$ cat config.mk
export PLATFORM = sky130hd
export DESIGN_NAME = crom_combine
export DESIGN_NICKNAME = d
export VERILOG_FILES = /design/src/hw/rtl/crom_pkg.sv /design/src/hw/rtl/crom_combine.sv
export SDC_FILE = /design/constraint.sdc
export NUM_CORES = 2
export LEC_CHECK = 0
export BUFFER_PORTS_ARGS = -buffer_cell sky130_fd_sc_hd__buf_2
export CAP_MARGIN = 20
export CELL_PAD_IN_SITES_DETAIL_PLACEMENT = 0
export CELL_PAD_IN_SITES_GLOBAL_PLACEMENT = 1
export CORE_ASPECT_RATIO = 0.9
export CORE_MARGIN = 4
export CORE_UTILIZATION = 40
export CTS_CLUSTER_DIAMETER = 120
export CTS_CLUSTER_SIZE = 8
export DETAILED_ROUTE_END_ITERATION = 8
export GPL_TIMING_DRIVEN = 0
export PLACE_DENSITY_LB_ADDON = 0.1
export SYNTH_ARGS = -nofsm -noshare
export SYNTH_HDL_FRONTEND = slang
export SYNTH_SLANG_ARGS = --single-unit
$ cat constraint.sdc
create_clock -name i_clk -period 17.3 [get_ports i_clk]
set_input_delay 1.73 -clock i_clk [delete_from_list [all_inputs] [get_ports i_clk]]
set_output_delay 1.73 -clock i_clk [all_outputs]
set_load 0.02 [all_outputs]
$ cat src/hw/rtl/crom_pkg.sv
// Types, constants and helper functions of the cartridge ROM checksum unit.
package crom_pkg;

    localparam int TABLE_WORDS = 64;
    localparam int TBL_AW      = $clog2(TABLE_WORDS);
    localparam int PATCH_INDEX = 0;
    localparam logic [TBL_AW-1:0] PATCH_ADDR = TBL_AW'(PATCH_INDEX);

    localparam int CFG_IDX_W  = 4;
    localparam int CFG_DATA_W = 8;
    localparam logic [CFG_IDX_W-1:0] CFG_VARIANT = CFG_IDX_W'(0);
    localparam logic [CFG_IDX_W-1:0] CFG_PATCH   = CFG_IDX_W'(1);

    localparam logic [1:0] VAR_6102 = 2'd0;
    localparam logic [1:0] VAR_6103 = 2'd1;
    localparam logic [1:0] VAR_6105 = 2'd2;
    localparam logic [1:0] VAR_6106 = 2'd3;

    localparam logic ACT_TABLE = 1'b0;
    localparam logic ACT_CHECK = 1'b1;

    typedef struct packed {
        logic              action;
        logic [TBL_AW-1:0] table_index;
        logic [31:0]       word;
        logic              last;
    } t_in_req;

    typedef struct packed {
        logic [31:0] checksum_one;
        logic [31:0] checksum_two;
    } t_out_res;

    // The six running accumulators as they stand after a word.
    typedef struct packed {
        logic [31:0] mix_sum;
        logic [31:0] select_xor;
        logic [31:0] plain_xor;
        logic [31:0] carry_count;
        logic [31:0] rotate_sum;
        logic [31:0] plain_sum;
    } t_acc;

    function automatic logic [31:0] variant_seed(input logic [1:0] variant);
        logic [31:0] seed;
        case (variant)
            VAR_6102: seed = 32'hF8CA4DDC;
            VAR_6103: seed = 32'hA3886759;
            VAR_6105: seed = 32'hDF26F436;
            VAR_6106: seed = 32'h1FEA617A;
            default:  seed = 32'hF8CA4DDC;
        endcase
        return seed;
    endfunction

endpackage

$ cat src/hw/rtl/crom_combine.sv
// Final-value stage and checksum combination into the output register.
module crom_combine (
    input  logic               i_clk,
    input  logic               i_rst_n,
    input  logic               i_load,
    input  crom_pkg::t_acc     i_acc,
    input  logic [1:0]         i_variant,
    input  logic               i_stall,
    output logic               o_fin_free,
    output logic               o_valid,
    output crom_pkg::t_out_res o_res
);
    import crom_pkg::*;

    logic     r_fin_valid;
    t_acc     r_fin;
    logic     r_out_valid;
    t_out_res r_out;
    t_out_res n_out;
    logic     out_free;
    logic [31:0] prod_one;
    logic [31:0] prod_two;

    assign out_free   = !r_out_valid || !i_stall;
    assign o_fin_free = !r_fin_valid || out_free;

    always_comb begin
        prod_one = r_fin.plain_sum * r_fin.carry_count;
        prod_two = r_fin.rotate_sum * r_fin.select_xor;
        case (i_variant)
            VAR_6103: begin
                n_out.checksum_one = (r_fin.plain_sum ^ r_fin.carry_count) + r_fin.plain_xor;
                n_out.checksum_two = (r_fin.rotate_sum ^ r_fin.select_xor) + r_fin.mix_sum;
            end
            VAR_6106: begin
                n_out.checksum_one = prod_one + r_fin.plain_xor;
                n_out.checksum_two = prod_two + r_fin.mix_sum;
            end
            default: begin
                n_out.checksum_one = r_fin.plain_sum ^ r_fin.carry_count ^ r_fin.plain_xor;
                n_out.checksum_two = r_fin.rotate_sum ^ r_fin.select_xor ^ r_fin.mix_sum;
            end
        endcase
    end

    always_ff @(posedge i_clk) begin
        if (!i_rst_n) begin
            r_fin_valid <= 1'b0;
            r_out_valid <= 1'b0;
        end else begin
            if (o_fin_free) begin
                r_fin_valid <= i_load;
            end
            if (out_free) begin
                r_out_valid <= r_fin_valid;
            end
        end
    end

    always_ff @(posedge i_clk) begin
        if (o_fin_free && i_load) begin
            r_fin <= i_acc;
        end
        if (out_free && r_fin_valid) begin
            r_out <= n_out;
        end
    end

    assign o_valid = r_out_valid;
    assign o_res   = r_out;

endmodule

==> flow_metrics.py <==
metrics = {
    "critical_path": {
        "path_class": "register to register",
        "cp_slowest_cell": "clkbuf_1",
        "max_stage_delay_ps": 940,
        "crit_required_ps": 17530,
        "crit_fanout": 10,
        "worstSetupEndpointType": "register",
        "regToRegStartpoint": "r_fin[2]",
        "cp_common_cell": "fa_1",
        "crit_start": "r_fin[2]",
        "cp.arrival_ps": 9870,
        "setup.worst_path.end": "o_res[56]",
        "r2r_end": "o_res[56]",
        "critPathLaunchType": "register",
        "regToRegSetupSlack_ps": 7660,
        "ff2ff_path_depth": 27,
    },
    "routing": {
        "drc": 0,
        "antenna_left": 0,
        "drtIter0Drc": 3038,
        "avgRoutedWirePerCell_um": 26.12,
        "drt-total-wl_um": 171400,
        "vias": 34510,
        "drtPass1Iterations": 6,
        "viasPerCell": 5.260,
    },
    "clock_network": {
        "cts.sinks": 258,
        "cts_hold_buf": 0,
        "insertion_delay_ps": 620,
        "ctsLongestPathBuffers": 3,
        "cts_tree": "built",
        "post_cts_buffers": 0,
        "htree_levels": 2,
        "clockRootBuffer": "clkbuf_16",
        "cts.clk_slew.worst_paths_ps": 50,
        "post_cts_resized": 0,
        "cts_buffers": 39,
    },
    "run_status": {
        "outcome": "completed",
    },
    "synth": {
        "ys_ff_latch": 258,
        "synthCells": 4735,
        "async_flop_share": 0,
        "yosysUniqueCellTypes": 73,
        "synth_area_um2": 45950,
        "synth_edf_count": 256,
        "ys_warn_count": 0,
        "syn_nets": 6153,
        "synth_flop_cell": "edfxtp_1",
        "syn_area_per_cell_um2": 9.704,
        "ys_seq_area_frac": 0.1682,
    },
    "timing": {
        "rsz0062_at_grt": "false",
        "relSlewSlack": 0.1887,
        "slew_viol_final": 0,
        "tightest_slew_ps": 1217,
        "setup_viol": 0,
        "finalHoldViolations": 0,
        "fin_crit_sh": 0.5572,
        "final.setup.tns_ps": 0,
        "fmax_ghz": 0.1037,
        "skew_ps": 60.39,
        "fin_crit_ps": 9640,
    },
    "placement": {
        "dp_hpwl_um": 144400,
        "place.gp.congestion": 0.9644,
        "port_buffers": 262,
    },
    "finish": {
        "syn2layout_area_growth_pct": 9.890,
        "nets": 6467,
        "drive_above_1_share": 0.06972,
        "nFillCells": 11320,
    },
    "floorplan": {
        "fp.dieH_um": 329.5,
        "die_area_um2": 120400,
        "fp-row-count": 117,
        "start_util": 0.4045,
        "ios": 264,
        "coreArea_um2": 113600,
        "die_w_um": 365.3,
    },
    "min_path": {
        "hp-start": "r_fin_valid",
        "hold_path_class": "register to register",
    },
    "global_route": {
        "grt_pass1_vias": 35530,
        "grt_max_degree": 64,
        "overflow": 0,
        "track_usage": 0.2897,
        "antenna_found_initial": 17,
        "grt_pass1_wl_um": 248100,
    },
    "flow_run": {
        "drv_cap": 0,
    },
}
-- flip-flops by register name, indices dropped and copies added, names as in the netlist --
register and flops:
r_fin 192, o_res 64, r_fin_valid 1, o_valid 1
-- per-layer routing --
layer / part of all wire / GRT usage / routed length (um) / up-vias
li1: - / - / - / 15010
met1: 0.47 / 0.4493 / 81390 / 17930
met2: 0.40 / 0.4026 / 68790 / 1429
met3: 0.11 / 0.08182 / 18000 / 140
met4: 0.019 / 0.05438 / 3248 / 0
met5: 0 / 0 / 0 / -
-- synth_stat cells (13+ instances only) --
library cell / count / share of area
a211oi_1: 13 / 0.0021
a21o_1: 63 / 0.010
a21oi_1: 130 / 0.014
a22oi_1: 18 / 0.0029
and2_1: 596 / 0.081
clkbuf_1: 204 / 0.017
edfxtp_1: 256 / 0.17
fa_1: 878 / 0.38
ha_1: 342 / 0.093
inv_1: 1037 / 0.085
nand2_1: 519 / 0.042
nand2b_1: 18 / 0.0025
nand3_1: 29 / 0.0032
nor2_1: 102 / 0.0083
nor3_1: 20 / 0.0022
o211ai_1: 13 / 0.0021
o21a_1: 18 / 0.0029
o21ai_0: 100 / 0.011
xnor2_1: 134 / 0.026
xor2_1: 67 / 0.013
-- how the worst min path moves through the flow --
stage | endpoint | depth (start not counted) | slack [ps]
global route | o_valid | 2 | 570
detailed placement | o_valid | 2 | 520
global placement | o_valid | 2 | 490
finish | o_valid | 2 | 510
floorplan | o_valid | 2 | 470
CTS | o_valid | 2 | 520
-- area by class of cell --
type	count	area, um2	area share
Buffer	209	785.8	0.01556
Clock inverter	6	98.84	0.001958
Tap cell	1487	1861	0.03685
Inverter	1037	3892	0.07709
Multi-Input combinational cell	3231	33550	0.6646
Antenna cell	12	30.03	0.0005947
Timing Repair Buffer	273	1528	0.03026
Clock buffer	49	1013	0.02007
Sequential cell	258	7727	0.1530
-- cell families (layout without fill, tap and decap cells) --
| kind of cell | after synthesis | count (layout) | synth area share |
|---|---|---|---|
| other cells | 0 | 12 | 0 |
| xor+xnor | 201 | 201 | 0.03831 |
| compound gates | 458 | 458 | 0.06508 |
| mux | 16 | 16 | 0.003676 |
| fa+ha+maj | 1220 | 1220 | 0.4757 |
| flops | 258 | 258 | 0.1682 |
| simple gates | 1336 | 1336 | 0.1472 |
| buf+inv | 1246 | 1574 | 0.1018 |
-- layout by cell type (no fill, tap or decap), types with 6 or more instances in the layout --
| cell type | netlist | final |
|---|---|---|
| clkbuf_16 | 0 | 39 |
| a211oi_1 | 13 | 13 |
| xnor2_1 | 134 | 134 |
| clkbuf_1 | 204 | 214 |
| nor2_1 | 102 | 102 |
| xor2_1 | 67 | 67 |
| mux2i_1 | 12 | 12 |
| a21oi_1 | 130 | 130 |
| nand2_1 | 519 | 519 |
| buf_2 | 0 | 262 |
| or3_1 | 8 | 8 |
| o21bai_1 | 12 | 12 |
| o21a_1 | 18 | 18 |
| a21o_1 | 63 | 63 |
| or2_2 | 6 | 6 |
| and3_1 | 8 | 8 |
| nand2b_1 | 18 | 18 |
| fa_1 | 878 | 878 |
| ha_1 | 342 | 342 |
| o211ai_1 | 13 | 13 |
| edfxtp_1 | 256 | 256 |
| a31oi_1 | 6 | 6 |
| o31ai_1 | 9 | 9 |
| o22ai_1 | 8 | 8 |
| and2_1 | 596 | 595 |
| a22oi_1 | 18 | 18 |
| inv_1 | 1037 | 1037 |
| o21ai_2 | 7 | 7 |
| o21ai_0 | 100 | 100 |
| diode_2 | 0 | 12 |
| o221ai_1 | 9 | 9 |
| nand3_1 | 29 | 29 |
| nor3_1 | 20 | 20 |
| nor2b_1 | 10 | 10 |
-- worst max-delay path: cells and delay by family (launching register included) --
family / cells / cell delay (ps)
AO/OA/AOI/OAI: 8 / 2250
buffers and inverters: 7 / 2060
flip-flops: 1 / 640
adder cells (fa/ha/maj): 9 / 3710
AND/OR/NAND/NOR: 2 / 260
XOR/XNOR: 1 / 290
-- through the flow --
stage	area, um2	hold slack (ps)	worst slack (ps)	instances	utilization
2_1_floorplan	45950	474.7	10010	4735	-
3_3_place_gp	49120	490.4	7331	6484	0.4324
3_5_place_dp	49290	525.0	7866	6491	0.4339
4_1_cts	50400	516.3	7851	6546	0.4437
5_1_grt	50460	568.1	7281	6550	0.4442
6_report	50490	508.9	7660	6562	0.4445
Power is not shown: default switching activity piles up to over one toggle a cycle in this logic, so the estimate is an artifact.
